[src/hdl/assert_macros.svh]
// ----------------------------------------------------------------------------
// assert_macros.svh
// concurrent assertion helpers, sampled on clk_i and disabled in reset
// ----------------------------------------------------------------------------
`ifndef ASSERT_MACROS_SVH
`define ASSERT_MACROS_SVH
`ifndef SYNTHESIS
`define MSSP_ASSERT_IMP(lbl, ante, cons, msg) \
  lbl: assert property (@(posedge clk_i) disable iff (!rst_ni) (ante) |-> (cons)) \
    else $error(msg);
`define MSSP_ASSERT_NXT(lbl, ante, cons, msg) \
  lbl: assert property (@(posedge clk_i) disable iff (!rst_ni) (ante) |=> (cons)) \
    else $error(msg);
`else
`define MSSP_ASSERT_IMP(lbl, ante, cons, msg)
`define MSSP_ASSERT_NXT(lbl, ante, cons, msg)
`endif
`endif

[src/hdl/mssp_pkg.sv]
// ----------------------------------------------------------------------------
// mssp_pkg
// shared types and constants of the multi servo slew positioner
// ----------------------------------------------------------------------------
package mssp_pkg;

  localparam int unsigned NUM_SERVOS = 3;
  localparam int unsigned IdxW = (NUM_SERVOS > 1) ? $clog2(NUM_SERVOS) : 1;

  localparam int unsigned KindW   = 2;
  localparam int unsigned SelW    = 2;
  localparam int unsigned UsW     = 16;
  localparam int unsigned OffW    = 11;
  localparam int unsigned DutyW   = 12;
  localparam int unsigned ChanW   = 4;
  localparam int unsigned CfgIdxW = 2;
  localparam int unsigned MulW    = 20;
  localparam int unsigned ProdW   = 2 * MulW;

  localparam int unsigned US_LO    = 800;
  localparam int unsigned US_HI    = 2400;
  localparam int unsigned US_SPAN  = US_HI - US_LO;
  localparam int unsigned DUTY_MAX = 4095;
  localparam int unsigned TICKS    = 50;
  localparam int unsigned US_DEF   = 1500;

  localparam logic [DutyW-1:0] DUTY_RESET = DutyW'(((US_DEF - US_LO) * DUTY_MAX) / US_SPAN);
  localparam logic [DutyW-1:0] STEP_RESET = DutyW'(10);

  // x * 4095 / 1600 = ((x * 819) >> 6) / 5
  localparam logic [MulW-1:0] SCALE_NUM = MulW'(DUTY_MAX / 5);
  localparam int unsigned     DUTY_SH   = 6;
  localparam logic [MulW-1:0] RCP5      = MulW'(52429);
  localparam int unsigned     RCP5_SH   = 18;
  // s * 4095 / 80000 = ((s * 819) >> 7) / 125
  localparam int unsigned     STEP_SH   = 7;
  localparam logic [MulW-1:0] RCP125    = MulW'(536871);
  localparam int unsigned     RCP125_SH = 26;

  localparam int unsigned FIFO_DEPTH = 2;
  localparam int unsigned FifoPtrW   = (FIFO_DEPTH > 1) ? $clog2(FIFO_DEPTH) : 1;
  localparam int unsigned FifoCntW   = $clog2(FIFO_DEPTH + 1);

  typedef enum logic [KindW-1:0] {
    KIND_TICK   = 2'd0,
    KIND_MOVE   = 2'd1,
    KIND_CFG    = 2'd2,
    KIND_TOGGLE = 2'd3
  } kind_e;

  typedef enum logic [CfgIdxW-1:0] {
    CFG_CHAN_A = 2'd0,
    CFG_CHAN_B = 2'd1,
    CFG_CHAN_C = 2'd2
  } cfg_reg_e;

  typedef struct packed {
    kind_e             kind;
    logic [IdxW-1:0]   idx;
    logic              dir;
    logic [OffW-1:0]   s_off;
    logic [OffW-1:0]   d_off;
    logic [UsW-1:0]    speed;
  } cmd_t;

  typedef struct packed {
    logic                full;
    logic                empty;
    logic [FifoCntW-1:0] count;
  } fifo_status_t;

  typedef struct packed {
    logic in_tick;
    logic cfg_busy;
    logic cfg_start;
    logic emit;
  } back_status_t;

  typedef logic [NUM_SERVOS-1:0][ChanW-1:0] chan_map_t;

endpackage

[src/hdl/mssp_if.sv]
// ----------------------------------------------------------------------------
// mssp_if
// valid/ready channels: input items, result items and register writes
// ----------------------------------------------------------------------------
interface mssp_in_if;
  import mssp_pkg::*;

  logic             valid;
  logic             ready;
  logic [KindW-1:0] kind;
  logic [SelW-1:0]  servo_index;
  logic             direction;
  logic [UsW-1:0]   straight_us;
  logic [UsW-1:0]   diverted_us;
  logic [UsW-1:0]   rate_us;

  modport source (output valid, kind, servo_index, direction, straight_us, diverted_us,
                  rate_us, input ready);
  modport sink (input valid, kind, servo_index, direction, straight_us, diverted_us,
                rate_us, output ready);
endinterface

interface mssp_out_if;
  import mssp_pkg::*;

  logic             valid;
  logic             ready;
  logic [ChanW-1:0] channel;
  logic [DutyW-1:0] duty;
  logic             still_moving;
  logic             last;

  modport source (output valid, channel, duty, still_moving, last, input ready);
  modport sink (input valid, channel, duty, still_moving, last, output ready);
endinterface

interface mssp_cfg_if;
  import mssp_pkg::*;

  logic               valid;
  logic               ready;
  logic [CfgIdxW-1:0] index;
  logic [ChanW-1:0]   data;

  modport source (output valid, index, data, input ready);
  modport sink (input valid, index, data, output ready);
endinterface

[src/hdl/mssp_front.sv]
// ----------------------------------------------------------------------------
// mssp_front
// accepts input items, drops those for absent servos, clamps pulse widths
// ----------------------------------------------------------------------------
module mssp_front (
  mssp_in_if.sink         in_i,
  input  logic            fifo_full_i,
  output logic            push_o,
  output mssp_pkg::cmd_t  cmd_o
);
  import mssp_pkg::*;

  function automatic logic [OffW-1:0] clamp_off(input logic [UsW-1:0] us);
    logic [OffW-1:0] r;
    if (us < UsW'(US_LO)) begin
      r = '0;
    end else if (us > UsW'(US_HI)) begin
      r = OffW'(US_SPAN);
    end else begin
      r = OffW'(us - UsW'(US_LO));
    end
    return r;
  endfunction

  logic accept;
  logic idx_ok;

  assign in_i.ready = !fifo_full_i;
  assign accept     = in_i.valid && in_i.ready;
  assign idx_ok     = (32'(in_i.servo_index) < NUM_SERVOS);

  always_comb begin
    cmd_o.kind  = kind_e'(in_i.kind);
    cmd_o.idx   = IdxW'(in_i.servo_index);
    cmd_o.dir   = in_i.direction;
    cmd_o.s_off = clamp_off(in_i.straight_us);
    cmd_o.d_off = clamp_off(in_i.diverted_us);
    cmd_o.speed = in_i.rate_us;
  end

  // ticks always go through, addressed items only for present servos
  assign push_o = accept && ((kind_e'(in_i.kind) == KIND_TICK) || idx_ok);

endmodule

[src/hdl/mssp_cmd_fifo.sv]
// ----------------------------------------------------------------------------
// mssp_cmd_fifo
// short command queue between the front and the back
// ----------------------------------------------------------------------------
module mssp_cmd_fifo (
  input  logic                   clk_i,
  input  logic                   rst_ni,
  input  logic                   push_i,
  input  mssp_pkg::cmd_t         cmd_i,
  input  logic                   pop_i,
  output mssp_pkg::cmd_t         head_o,
  output logic                   head_valid_o,
  output mssp_pkg::fifo_status_t status_o
);
  import mssp_pkg::*;

  cmd_t                mem_q [FIFO_DEPTH];
  logic [FifoPtrW-1:0] wr_ptr_q, wr_ptr_d;
  logic [FifoPtrW-1:0] rd_ptr_q, rd_ptr_d;
  logic [FifoCntW-1:0] count_q, count_d;
  logic                do_push;
  logic                do_pop;

  assign do_push = push_i && (count_q != FifoCntW'(FIFO_DEPTH));
  assign do_pop  = pop_i && (count_q != '0);

  always_comb begin
    wr_ptr_d = wr_ptr_q;
    rd_ptr_d = rd_ptr_q;
    count_d  = count_q;
    if (do_push) begin
      wr_ptr_d = (wr_ptr_q == FifoPtrW'(FIFO_DEPTH - 1)) ? '0 : wr_ptr_q + 1'b1;
    end
    if (do_pop) begin
      rd_ptr_d = (rd_ptr_q == FifoPtrW'(FIFO_DEPTH - 1)) ? '0 : rd_ptr_q + 1'b1;
    end
    if (do_push && !do_pop) begin
      count_d = count_q + 1'b1;
    end else if (do_pop && !do_push) begin
      count_d = count_q - 1'b1;
    end
  end

  always_ff @(posedge clk_i or negedge rst_ni) begin
    if (!rst_ni) begin
      wr_ptr_q <= '0;
      rd_ptr_q <= '0;
      count_q  <= '0;
    end else begin
      wr_ptr_q <= wr_ptr_d;
      rd_ptr_q <= rd_ptr_d;
      count_q  <= count_d;
    end
  end

  always_ff @(posedge clk_i) begin
    if (do_push) begin
      mem_q[wr_ptr_q] <= cmd_i;
    end
  end

  assign head_o         = mem_q[rd_ptr_q];
  assign head_valid_o   = (count_q != '0);
  assign status_o.full  = (count_q == FifoCntW'(FIFO_DEPTH));
  assign status_o.empty = (count_q == '0);
  assign status_o.count = count_q;

endmodule

[src/hdl/mssp_back.sv]
// ----------------------------------------------------------------------------
// mssp_back
// per-servo state, command execution, tick slewing and result register
// ----------------------------------------------------------------------------
module mssp_back (
  input  logic                   clk_i,
  input  logic                   rst_ni,
  input  mssp_pkg::cmd_t         head_i,
  input  logic                   head_valid_i,
  output logic                   pop_o,
  input  mssp_pkg::chan_map_t    chan_map_i,
  mssp_out_if.source             out_o,
  output mssp_pkg::back_status_t status_o
);
  import mssp_pkg::*;

  typedef enum logic [8:0] {
    ST_IDLE   = 9'b000000001,
    ST_TICK   = 9'b000000010,
    ST_CFG_MS = 9'b000000100,
    ST_CFG_DS = 9'b000001000,
    ST_CFG_MD = 9'b000010000,
    ST_CFG_DD = 9'b000100000,
    ST_CFG_MP = 9'b001000000,
    ST_CFG_DP = 9'b010000000,
    ST_CFG_WR = 9'b100000000
  } back_state_e;

  back_state_e state_q, state_d;

  logic [DutyW-1:0] str_q  [NUM_SERVOS];
  logic [DutyW-1:0] div_q  [NUM_SERVOS];
  logic [DutyW-1:0] step_q [NUM_SERVOS];
  logic [DutyW-1:0] cur_q  [NUM_SERVOS];
  logic [DutyW-1:0] tgt_q  [NUM_SERVOS];

  logic [IdxW-1:0]       tick_idx_q, tick_idx_d;
  logic [NUM_SERVOS-1:0] mask_q, mask_d;
  cmd_t                  cmd_q;
  logic [ProdW-1:0]      prod_q;
  logic [DutyW-1:0]      sdut_q;
  logic [DutyW-1:0]      ddut_q;

  logic                  out_valid_q;
  logic [ChanW-1:0]      out_chan_q;
  logic [DutyW-1:0]      out_duty_q;
  logic                  out_moving_q;
  logic                  out_last_q;

  logic [IdxW-1:0]       addr;
  logic [DutyW-1:0]      rd_str, rd_div, rd_step, rd_cur, rd_tgt;
  logic [DutyW-1:0]      eff_step;
  logic [DutyW-1:0]      diff;
  logic [DutyW-1:0]      cur_nxt;
  logic [DutyW:0]        mid_sum;
  logic [NUM_SERVOS-1:0] moving;
  logic [NUM_SERVOS-1:0] hi_mask;
  logic                  is_last;
  logic                  out_free;
  logic                  emit;
  logic                  advance;
  logic                  tick_done;
  logic [MulW-1:0]       mul_a, mul_b;
  logic [ProdW-1:0]      prod_d;
  logic [DutyW-1:0]      step_new;

  always_comb begin
    case (state_q)
      ST_TICK: addr = tick_idx_q;
      ST_IDLE: addr = head_i.idx;
      default: addr = cmd_q.idx;
    endcase
  end

  assign rd_str  = str_q[addr];
  assign rd_div  = div_q[addr];
  assign rd_step = step_q[addr];
  assign rd_cur  = cur_q[addr];
  assign rd_tgt  = tgt_q[addr];

  // one step toward the target, no overshoot
  always_comb begin
    eff_step = (rd_step == '0) ? DutyW'(1) : rd_step;
    if (rd_cur < rd_tgt) begin
      diff    = rd_tgt - rd_cur;
      cur_nxt = (diff <= eff_step) ? rd_tgt : rd_cur + eff_step;
    end else begin
      diff    = rd_cur - rd_tgt;
      cur_nxt = (diff <= eff_step) ? rd_tgt : rd_cur - eff_step;
    end
  end

  assign mid_sum = {1'b0, rd_str} + {1'b0, rd_div};

  always_comb begin
    for (int j = 0; j < NUM_SERVOS; j++) begin
      moving[j]  = (cur_q[j] != tgt_q[j]);
      hi_mask[j] = mask_q[j] && (int'(tick_idx_q) < j);
    end
  end

  assign is_last   = ~|hi_mask;
  assign out_free  = !out_valid_q || out_o.ready;
  assign emit      = (state_q == ST_TICK) && mask_q[tick_idx_q] && out_free;
  assign advance   = (state_q == ST_TICK) && (!mask_q[tick_idx_q] || out_free);
  assign tick_done = advance && ((tick_idx_q == IdxW'(NUM_SERVOS - 1)) ||
                                 (mask_q[tick_idx_q] && is_last));
  assign pop_o     = (state_q == ST_IDLE) && head_valid_i;

  always_comb begin
    state_d    = state_q;
    tick_idx_d = tick_idx_q;
    mask_d     = mask_q;
    case (state_q)
      ST_IDLE: begin
        if (pop_o) begin
          case (head_i.kind)
            KIND_TICK: begin
              if (|moving) begin
                state_d    = ST_TICK;
                tick_idx_d = '0;
                mask_d     = moving;
              end
            end
            KIND_CFG: state_d = ST_CFG_MS;
            default:  state_d = ST_IDLE;
          endcase
        end
      end
      ST_TICK: begin
        if (tick_done) begin
          state_d = ST_IDLE;
        end else if (advance) begin
          tick_idx_d = tick_idx_q + 1'b1;
        end
      end
      ST_CFG_MS: state_d = ST_CFG_DS;
      ST_CFG_DS: state_d = ST_CFG_MD;
      ST_CFG_MD: state_d = ST_CFG_DD;
      ST_CFG_DD: state_d = ST_CFG_MP;
      ST_CFG_MP: state_d = ST_CFG_DP;
      ST_CFG_DP: state_d = ST_CFG_WR;
      ST_CFG_WR: state_d = ST_IDLE;
      default:   state_d = ST_IDLE;
    endcase
  end

  // shared multiplier for the configure scaling
  always_comb begin
    case (state_q)
      ST_CFG_MS: begin
        mul_a = MulW'(cmd_q.s_off);
        mul_b = SCALE_NUM;
      end
      ST_CFG_DS, ST_CFG_DD: begin
        mul_a = prod_q[DUTY_SH +: MulW];
        mul_b = RCP5;
      end
      ST_CFG_MD: begin
        mul_a = MulW'(cmd_q.d_off);
        mul_b = SCALE_NUM;
      end
      ST_CFG_MP: begin
        mul_a = MulW'(cmd_q.speed);
        mul_b = SCALE_NUM;
      end
      ST_CFG_DP: begin
        mul_a = prod_q[STEP_SH +: MulW];
        mul_b = RCP125;
      end
      default: begin
        mul_a = '0;
        mul_b = '0;
      end
    endcase
    prod_d   = ProdW'(mul_a) * ProdW'(mul_b);
    step_new = prod_q[RCP125_SH +: DutyW];
    if (step_new == '0) begin
      step_new = DutyW'(1);
    end
  end

  always_ff @(posedge clk_i or negedge rst_ni) begin
    if (!rst_ni) begin
      state_q     <= ST_IDLE;
      tick_idx_q  <= '0;
      mask_q      <= '0;
      out_valid_q <= 1'b0;
      for (int j = 0; j < NUM_SERVOS; j++) begin
        str_q[j]  <= DUTY_RESET;
        div_q[j]  <= DUTY_RESET;
        step_q[j] <= STEP_RESET;
        cur_q[j]  <= DUTY_RESET;
        tgt_q[j]  <= DUTY_RESET;
      end
    end else begin
      state_q    <= state_d;
      tick_idx_q <= tick_idx_d;
      mask_q     <= mask_d;
      if (emit) begin
        out_valid_q <= 1'b1;
      end else if (out_o.ready) begin
        out_valid_q <= 1'b0;
      end
      if (pop_o && (head_i.kind == KIND_MOVE)) begin
        tgt_q[addr] <= head_i.dir ? rd_div : rd_str;
      end
      if (pop_o && (head_i.kind == KIND_TOGGLE)) begin
        tgt_q[addr] <= (rd_cur < mid_sum[DutyW:1]) ? rd_div : rd_str;
      end
      if (emit) begin
        cur_q[addr] <= cur_nxt;
      end
      if (state_q == ST_CFG_WR) begin
        str_q[addr]  <= sdut_q;
        div_q[addr]  <= ddut_q;
        step_q[addr] <= step_new;
        cur_q[addr]  <= rd_tgt;
      end
    end
  end

  always_ff @(posedge clk_i) begin
    if (pop_o && (head_i.kind == KIND_CFG)) begin
      cmd_q <= head_i;
    end
    if (state_q != ST_IDLE && state_q != ST_TICK && state_q != ST_CFG_WR) begin
      prod_q <= prod_d;
    end
    if (state_q == ST_CFG_MD) begin
      sdut_q <= prod_q[RCP5_SH +: DutyW];
    end
    if (state_q == ST_CFG_MP) begin
      ddut_q <= prod_q[RCP5_SH +: DutyW];
    end
    if (emit) begin
      out_chan_q   <= chan_map_i[tick_idx_q];
      out_duty_q   <= cur_nxt;
      out_moving_q <= (cur_nxt != rd_tgt);
      out_last_q   <= is_last;
    end
  end

  assign out_o.valid        = out_valid_q;
  assign out_o.channel      = out_chan_q;
  assign out_o.duty         = out_duty_q;
  assign out_o.still_moving = out_moving_q;
  assign out_o.last         = out_last_q;

  assign status_o.in_tick   = (state_q == ST_TICK);
  assign status_o.cfg_busy  = (state_q != ST_IDLE) && (state_q != ST_TICK);
  assign status_o.cfg_start = pop_o && (head_i.kind == KIND_CFG);
  assign status_o.emit      = emit;

endmodule

[src/hdl/multi_servo_slew_positioner.sv]
// ----------------------------------------------------------------------------
// multi_servo_slew_positioner
// slew-rate limited positioning of three servos on a 12-bit duty scale
// ----------------------------------------------------------------------------
// in_i carries ticks, moves, configures and toggles; out_o results are one
// transaction per servo that moved on a tick, in servo order, with last set
// on the final one. cfg_i writes the three channel number registers and is
// always ready; write it only while no item is in flight.
// An accepted item, unless it is for an absent servo, enters a two-entry
// command queue, which the executing back end pops only while idle. Moves,
// toggles and ticks with no servo moving are handled in the idle state; a
// configure runs the shared multiplier that scales pulse widths and speed in
// six steps, then writes; a tick visits the servos in order, results leaving
// through an output register in the cycle after their servo is visited.
// Reset restores every servo to 1791 duty on both positions, current and
// target, with a step of 10, and channel numbers 0, 1 and 2.
// A stalled receiver holds the tick at the current servo; the queue keeps
// accepting until it is full, then in_i.ready drops.
// ----------------------------------------------------------------------------
`include "assert_macros.svh"

module multi_servo_slew_positioner (
  input  logic        clk_i,
  input  logic        rst_ni,
  mssp_in_if.sink     in_i,
  mssp_out_if.source  out_o,
  mssp_cfg_if.sink    cfg_i
);
  import mssp_pkg::*;

  logic [ChanW-1:0] chan_a_q;
  logic [ChanW-1:0] chan_b_q;
  logic [ChanW-1:0] chan_c_q;
  chan_map_t        chan_map;
  logic             push;
  cmd_t             cmd;
  cmd_t             head;
  logic             head_valid;
  logic             pop;
  fifo_status_t     fifo_st;
  back_status_t     bk_st;

  assign cfg_i.ready = 1'b1;

  always_ff @(posedge clk_i or negedge rst_ni) begin
    if (!rst_ni) begin
      chan_a_q <= ChanW'(0);
      chan_b_q <= ChanW'(1);
      chan_c_q <= ChanW'(2);
    end else if (cfg_i.valid && cfg_i.ready) begin
      case (cfg_reg_e'(cfg_i.index))
        CFG_CHAN_A: chan_a_q <= cfg_i.data;
        CFG_CHAN_B: chan_b_q <= cfg_i.data;
        CFG_CHAN_C: chan_c_q <= cfg_i.data;
        default: ;
      endcase
    end
  end

  // servos past the third report their own index
  always_comb begin
    for (int j = 0; j < NUM_SERVOS; j++) begin
      if (j == 0) begin
        chan_map[j] = chan_a_q;
      end else if (j == 1) begin
        chan_map[j] = chan_b_q;
      end else if (j == 2) begin
        chan_map[j] = chan_c_q;
      end else begin
        chan_map[j] = ChanW'(j);
      end
    end
  end

  mssp_front u_front (
    .in_i        (in_i),
    .fifo_full_i (fifo_st.full),
    .push_o      (push),
    .cmd_o       (cmd)
  );

  mssp_cmd_fifo u_fifo (
    .clk_i        (clk_i),
    .rst_ni       (rst_ni),
    .push_i       (push),
    .cmd_i        (cmd),
    .pop_i        (pop),
    .head_o       (head),
    .head_valid_o (head_valid),
    .status_o     (fifo_st)
  );

  mssp_back u_back (
    .clk_i        (clk_i),
    .rst_ni       (rst_ni),
    .head_i       (head),
    .head_valid_i (head_valid),
    .pop_o        (pop),
    .chan_map_i   (chan_map),
    .out_o        (out_o),
    .status_o     (bk_st)
  );

  `MSSP_ASSERT_IMP(a_emit_in_tick, bk_st.emit, bk_st.in_tick, "result emitted outside a tick")
  `MSSP_ASSERT_IMP(a_full_stalls, fifo_st.full, !in_i.ready, "input ready while queue full")
  `MSSP_ASSERT_NXT(a_cfg_runs, bk_st.cfg_start, bk_st.cfg_busy, "configure did not start")

endmodule
[src/flat_wrapper.sv]
// flat-port wrapper written by rule: the top's interface ports become plain ports
module multi_servo_slew_positioner_flat import mssp_pkg::*;
  (clk_i, rst_ni, in_i_valid, in_i_kind, in_i_servo_index, in_i_direction, in_i_straight_us, in_i_diverted_us, in_i_rate_us, in_i_ready, out_o_valid, out_o_channel, out_o_duty, out_o_still_moving, out_o_last, out_o_ready, cfg_i_valid, cfg_i_index, cfg_i_data, cfg_i_ready);
  mssp_in_if in_i_i ();
  mssp_out_if out_o_i ();
  mssp_cfg_if cfg_i_i ();
  input  logic clk_i;
  input  logic rst_ni;
  input wire logic [$bits(in_i_i.valid)-1:0] in_i_valid;
  input wire logic [$bits(in_i_i.kind)-1:0] in_i_kind;
  input wire logic [$bits(in_i_i.servo_index)-1:0] in_i_servo_index;
  input wire logic [$bits(in_i_i.direction)-1:0] in_i_direction;
  input wire logic [$bits(in_i_i.straight_us)-1:0] in_i_straight_us;
  input wire logic [$bits(in_i_i.diverted_us)-1:0] in_i_diverted_us;
  input wire logic [$bits(in_i_i.rate_us)-1:0] in_i_rate_us;
  output wire logic [$bits(in_i_i.ready)-1:0] in_i_ready;
  output wire logic [$bits(out_o_i.valid)-1:0] out_o_valid;
  output wire logic [$bits(out_o_i.channel)-1:0] out_o_channel;
  output wire logic [$bits(out_o_i.duty)-1:0] out_o_duty;
  output wire logic [$bits(out_o_i.still_moving)-1:0] out_o_still_moving;
  output wire logic [$bits(out_o_i.last)-1:0] out_o_last;
  input wire logic [$bits(out_o_i.ready)-1:0] out_o_ready;
  input wire logic [$bits(cfg_i_i.valid)-1:0] cfg_i_valid;
  input wire logic [$bits(cfg_i_i.index)-1:0] cfg_i_index;
  input wire logic [$bits(cfg_i_i.data)-1:0] cfg_i_data;
  output wire logic [$bits(cfg_i_i.ready)-1:0] cfg_i_ready;
  assign in_i_i.valid = in_i_valid;
  assign in_i_i.kind = in_i_kind;
  assign in_i_i.servo_index = in_i_servo_index;
  assign in_i_i.direction = in_i_direction;
  assign in_i_i.straight_us = in_i_straight_us;
  assign in_i_i.diverted_us = in_i_diverted_us;
  assign in_i_i.rate_us = in_i_rate_us;
  assign in_i_ready = in_i_i.ready;
  assign out_o_valid = out_o_i.valid;
  assign out_o_channel = out_o_i.channel;
  assign out_o_duty = out_o_i.duty;
  assign out_o_still_moving = out_o_i.still_moving;
  assign out_o_last = out_o_i.last;
  assign out_o_i.ready = out_o_ready;
  assign cfg_i_i.valid = cfg_i_valid;
  assign cfg_i_i.index = cfg_i_index;
  assign cfg_i_i.data = cfg_i_data;
  assign cfg_i_ready = cfg_i_i.ready;
  multi_servo_slew_positioner u_core (.clk_i(clk_i), .rst_ni(rst_ni), .in_i(in_i_i), .out_o(out_o_i), .cfg_i(cfg_i_i));
endmodule
[config.mk]
export PLATFORM = sky130hd
export DESIGN_NAME = multi_servo_slew_positioner_flat
export DESIGN_NICKNAME = d
export VERILOG_FILES = /design/src/hdl/mssp_pkg.sv /design/src/hdl/mssp_if.sv /design/src/hdl/mssp_front.sv /design/src/hdl/mssp_cmd_fifo.sv /design/src/hdl/mssp_back.sv /design/src/hdl/multi_servo_slew_positioner.sv /design/src/flat_wrapper.sv
export VERILOG_INCLUDE_DIRS = /design/src /design/src/hdl
export SDC_FILE = /design/constraint.sdc
export NUM_CORES = 2
export LEC_CHECK = 0
export BUFFER_PORTS_ARGS = -buffer_cell sky130_fd_sc_hd__buf_2
export CAP_MARGIN = 20
export CELL_PAD_IN_SITES_DETAIL_PLACEMENT = 0
export CELL_PAD_IN_SITES_GLOBAL_PLACEMENT = 1
export CORE_ASPECT_RATIO = 0.8
export CORE_UTILIZATION = 47
export DETAILED_ROUTE_END_ITERATION = 10
export MAX_ROUTING_LAYER = met4
export PLACE_DENSITY_LB_ADDON = 0.1
export SYNTH_ARGS = -nofsm -noshare
export SYNTH_HDL_FRONTEND = slang
export SYNTH_SLANG_ARGS = --single-unit
[constraint.sdc]
create_clock -name clk_i -period 9.1 [get_ports clk_i]
set_input_delay 0.455 -clock clk_i [delete_from_list [all_inputs] [get_ports clk_i]]
set_output_delay 0.455 -clock clk_i [all_outputs]
set_load 0.02 [all_outputs]
==> flow_metrics.py <==
metrics = {
    "global_routing": {
        "grt_start_max_net_pins": 102,
        "grt_use_total_pct": 29.7,
        "antenna_found_initial": 1,
        "global_route.overflow_total": 0,
        "grt_pass1_wl_mm": 149,
        "via_count_of_the_first_global_routing_pass": 23400,
    },
    "critical_path": {
        "worst_setup_path_startpoint": "u_core.u_back.state_q[3]",
        "worstSetupPathDepth": 33,
        "criticalPathCategory": "reg -> reg",
        "start_kind": "flip-flop",
        "critical_r2r_capture": "u_core.u_back.prod_q[27]",
        "crit_arrival_ns": 9.02,
        "worstSetupEndpoint": "u_core.u_back.prod_q[27]",
        "family_with_the_most_delay_on_the_worst_path": "adder cells",
        "worst-endpoint-required_ns": 9.43,
        "timing.critical_path.to_type": "flip-flop",
        "worst_path_largest_cell_delay_ns": 0.55,
        "cp_max_fo": 14,
        "crit_buf_inv": 10,
        "startpoint_of_the_worst_register_to_register_path": "u_core.u_back.state_q[3]",
        "critical_path.slowest_cell": "sky130_fd_sc_hd__fa_1",
        "reg2reg_setup_slack_ns": 0.40,
        "reg2reg_depth": 33,
    },
    "sta": {
        "total_count_of_max_transition_violations_in_the_final_report": 0,
        "finalSetupViolCount": 0,
        "postLayoutSetupSlackWorst_ns": 0.404,
        "finalClockSkew_ns": 0.0240,
        "tightest_slew_ns": 1.05,
        "layout_worst_path_cycle_share_pct": 95.6,
        "clock.fmax_mhz": 115,
        "max_slew_margin_pct": 29.9,
        "finalCriticalPeriod_ns": 8.70,
        "total_count_of_hold_check_failures_in_the_final_report": 0,
    },
    "floorplanning": {
        "fp.dieW_um": 295,
        "fp.dieH_um": 236,
        "core.rowCount": 85,
        "coreArea_um2": 67600,
        "design.portCount": 85,
        "die-area_um2": 69800,
        "floorplan.initialDensity_pct": 47.8,
    },
    "synth": {
        "async_reset_ff_share_pct": 51.3,
        "area_share_of_the_largest_cell_type_after_synthesis_pct": 18.6,
        "seq_area_frac_synth_pct": 35.4,
        "synth_edf_count": 200,
        "post_synth_instance_area_um2": 32300,
        "syn_area_per_cell_um2": 10.2,
        "yosys_warnings": 0,
        "synth.largest_area_cell": "sky130_fd_sc_hd__edfxtp_1",
        "synth.distinct_cells": 84,
        "synth.ff_latch_count": 411,
        "synth_flop_cell": "sky130_fd_sc_hd__edfxtp_1",
        "syn_inst": 3153,
        "synth.area.top_cells": "sky130_fd_sc_hd__edfxtp_1 19%, sky130_fd_sc_hd__fa_1 17%, sky130_fd_sc_hd__dfstp_2 10%",
    },
    "pwr": {
        "static_power_due_to_leakage_nw": 17.8,
        "vdd.ir_drop.worst_mv": 0.864,
        "design_power_total_mw": 14.9,
        "power_density_nw_per_um2": 413,
    },
    "routing": {
        "initialDrtViolationCount": 2250,
        "antenna_left": 0,
        "wl_per_cell_um": 23.4,
        "viasPerCell": 5.57,
        "post-route-drc-count": 0,
        "dr_vias": 23700,
        "drt-pass1-iter-count": 6,
        "wl_mm": 99.7,
    },
    "place": {
        "dp.final_hpwl_mm": 80.2,
        "globalplace.congestion": 1.01,
        "port_buffers": 83,
        "pre_cts_ws_ns": -0.00763,
    },
    "cts": {
        "clock-root-buffer": "sky130_fd_sc_hd__clkbuf_16",
        "numClockSinks": 411,
        "number_of_buffers_created_by_cts": 45,
        "cts_tree": "yes",
        "clock_path_buffers": 3,
        "cts.clk_slew.worst_paths_ns": 0.07,
        "clock_latency_ns": 0.59,
        "htree_levels": 2,
    },
    "outcome": {
        "result_of_the_run": "finished, final reports clean",
    },
    "finish": {
        "post_layout_net_count": 3898,
        "area.growth.synth_to_final_pct": 11.6,
        "antenna_cells": 0,
        "drive_above_1_share_pct": 16.2,
    },
    "worst_hold_path": {
        "worst_hold_path_type": "in -> reg",
    },
    "job": {
        "cap_violations": 0,
    },
}
[worst reg2reg max path: cells and delay by family, from the launching register on]
kind	cells	cell delay, ns
flip-flops	1	0.46
XOR/XNOR	1	0.14
AND/OR/NAND/NOR	7	1.51
buffers and inverters	10	1.12
adder cells (fa/ha/maj)	8	3.89
AO/OA/AOI/OAI	7	1.32
[power breakdown]
part	switching (mW)	internal, mW
clock	0.804	1.07
sequential	0.469	2.69
combinational	6.12	3.73
[cell families (layout without fill, tap and decap cells)]
| logic type | after synthesis | count (layout) | share of synthesized area, % |
|---|---|---|---|
| other cells | 2 | 9 | 0.0232 |
| compound gates | 453 | 453 | 9.38 |
| fa+ha+maj | 529 | 529 | 26.7 |
| buf+inv | 587 | 768 | 7.03 |
| flops | 411 | 411 | 35.4 |
| mux | 170 | 170 | 5.62 |
| simple gates | 871 | 871 | 12.2 |
| xor+xnor | 130 | 130 | 3.63 |
[stage by stage]
stage | util, % | instance area (um^2) | setup TNS [ns] | std cells | hold WS, ns
5_1_grt | 53.3 | 36000 | -0.0870 | 4254 | 0.0378
6_report | 53.3 | 36000 | 0 | 4254 | 0.0691
2_1_floorplan | - | 32300 | 0 | 3160 | 0.159
4_1_cts | 53.0 | 35800 | 0 | 4239 | 0.0372
3_3_place_gp | 50.7 | 34300 | 0 | 4154 | 0.440
3_5_place_dp | 50.8 | 34300 | -0.00763 | 4155 | 0.444
[state kept, by name (all words and copies together), names as in the netlist, 2 cells and up, named ones only]
register / flops
u_core.u_fifo.mem_q: 86
u_core.u_back.cmd_q: 40
u_core.u_back.div_q: 36
u_core.u_back.step_q: 36
u_core.u_back.str_q: 36
u_core.u_back.tgt_q: 36
u_core.u_back.prod_q: 32
u_core.u_back.ddut_q: 12
u_core.u_back.out_o.duty: 12
u_core.u_back.sdut_q: 12
u_core.u_back.cur_q: 9
u_core.u_back.state_q: 9
u_core.chan_a_q: 4
u_core.chan_b_q: 4
u_core.chan_c_q: 4
u_core.u_back.out_o.channel: 4
u_core.u_back.mask_q: 3
u_core.u_back.tick_idx_q: 2
u_core.u_fifo.count_q: 2
[cell usage after synthesis, drive strengths merged (22+ instances only)]
library cell / n
dfrtp: 82
and3: 26
clkbuf: 68
and2: 26
fa: 267
a21o: 47
xor2: 70
xnor2: 58
nand3: 23
nand2: 487
ha: 262
nand2b: 22
mux2i: 79
nor3: 34
o21a: 26
buf: 33
a21oi: 122
nor2b: 35
inv: 486
mux2: 91
nor2: 137
edfxtp: 200
o21ai: 86
dfstp: 129
[how the worst min path moves through the flow]
| stage | from | end | slack, ns | depth (start not counted) |
|---|---|---|---|---|
| 6_report | in_i_rate_us[10] | u_core.u_fifo.mem_q[1][10] | 0.07 | 1 |
| 5_1_grt | in_i_rate_us[15] | u_core.u_fifo.mem_q[1][15] | 0.04 | 1 |
| 4_1_cts | in_i_rate_us[15] | u_core.u_fifo.mem_q[1][15] | 0.04 | 1 |
| 3_5_place_dp | u_core.u_back.str_q[28] | u_core.u_back.str_q[28] | 0.44 | 2 |
| 3_3_place_gp | u_core.u_back.step_q[25] | u_core.u_back.step_q[25] | 0.44 | 2 |
| 2_1_floorplan | rst_ni | asynchronous set/reset pin | 0.16 | 0 |
[area by class of cell]
class / count / area [um^2]
sequential: 411 / 11500
timing repair buffer: 199 / 1370
inverter: 486 / 1820
tap: 913 / 1140
clock buffer: 59 / 1220
clock inverter: 24 / 277
multi-input combinational: 2162 / 18800
fill: 6211 / 31600
[layout by cell type (no fill, tap or decap), types with 34 or more instances in the layout]
cell type,instances
sky130_fd_sc_hd__nor2_1,133
sky130_fd_sc_hd__edfxtp_1,200
sky130_fd_sc_hd__buf_2,82
sky130_fd_sc_hd__mux2_2,91
sky130_fd_sc_hd__o21ai_0,79
sky130_fd_sc_hd__clkbuf_16,45
sky130_fd_sc_hd__fa_1,267
sky130_fd_sc_hd__nor2b_1,34
sky130_fd_sc_hd__ha_1,262
sky130_fd_sc_hd__a21o_1,47
sky130_fd_sc_hd__inv_1,483
sky130_fd_sc_hd__buf_4,109
sky130_fd_sc_hd__a21oi_1,119
sky130_fd_sc_hd__xnor2_1,57
sky130_fd_sc_hd__dfrtp_1,79
sky130_fd_sc_hd__dfstp_2,129
sky130_fd_sc_hd__nand2_1,486
sky130_fd_sc_hd__xor2_1,70
sky130_fd_sc_hd__mux2i_1,79
[what timing repair did]
item | CTS | global route
hold buffers | 1 | 0
endpoints found under the setup margin | 0 | 11
resized for setup | 0 | 15
setup buffers | 0 | 12
endpoints found under the hold margin | 10 | 0
[per-layer routing]
layer  GRT usage, %  vias up  part of all wire [%]
met3           7.02       74                   9.6
met5              -        -                     0
li1               -    10800                     -
met1           48.2    11900                    52
met4           4.47        0                   1.2
met2           37.2      882                    38
Note: power is estimated with default switching activity, not from simulation.
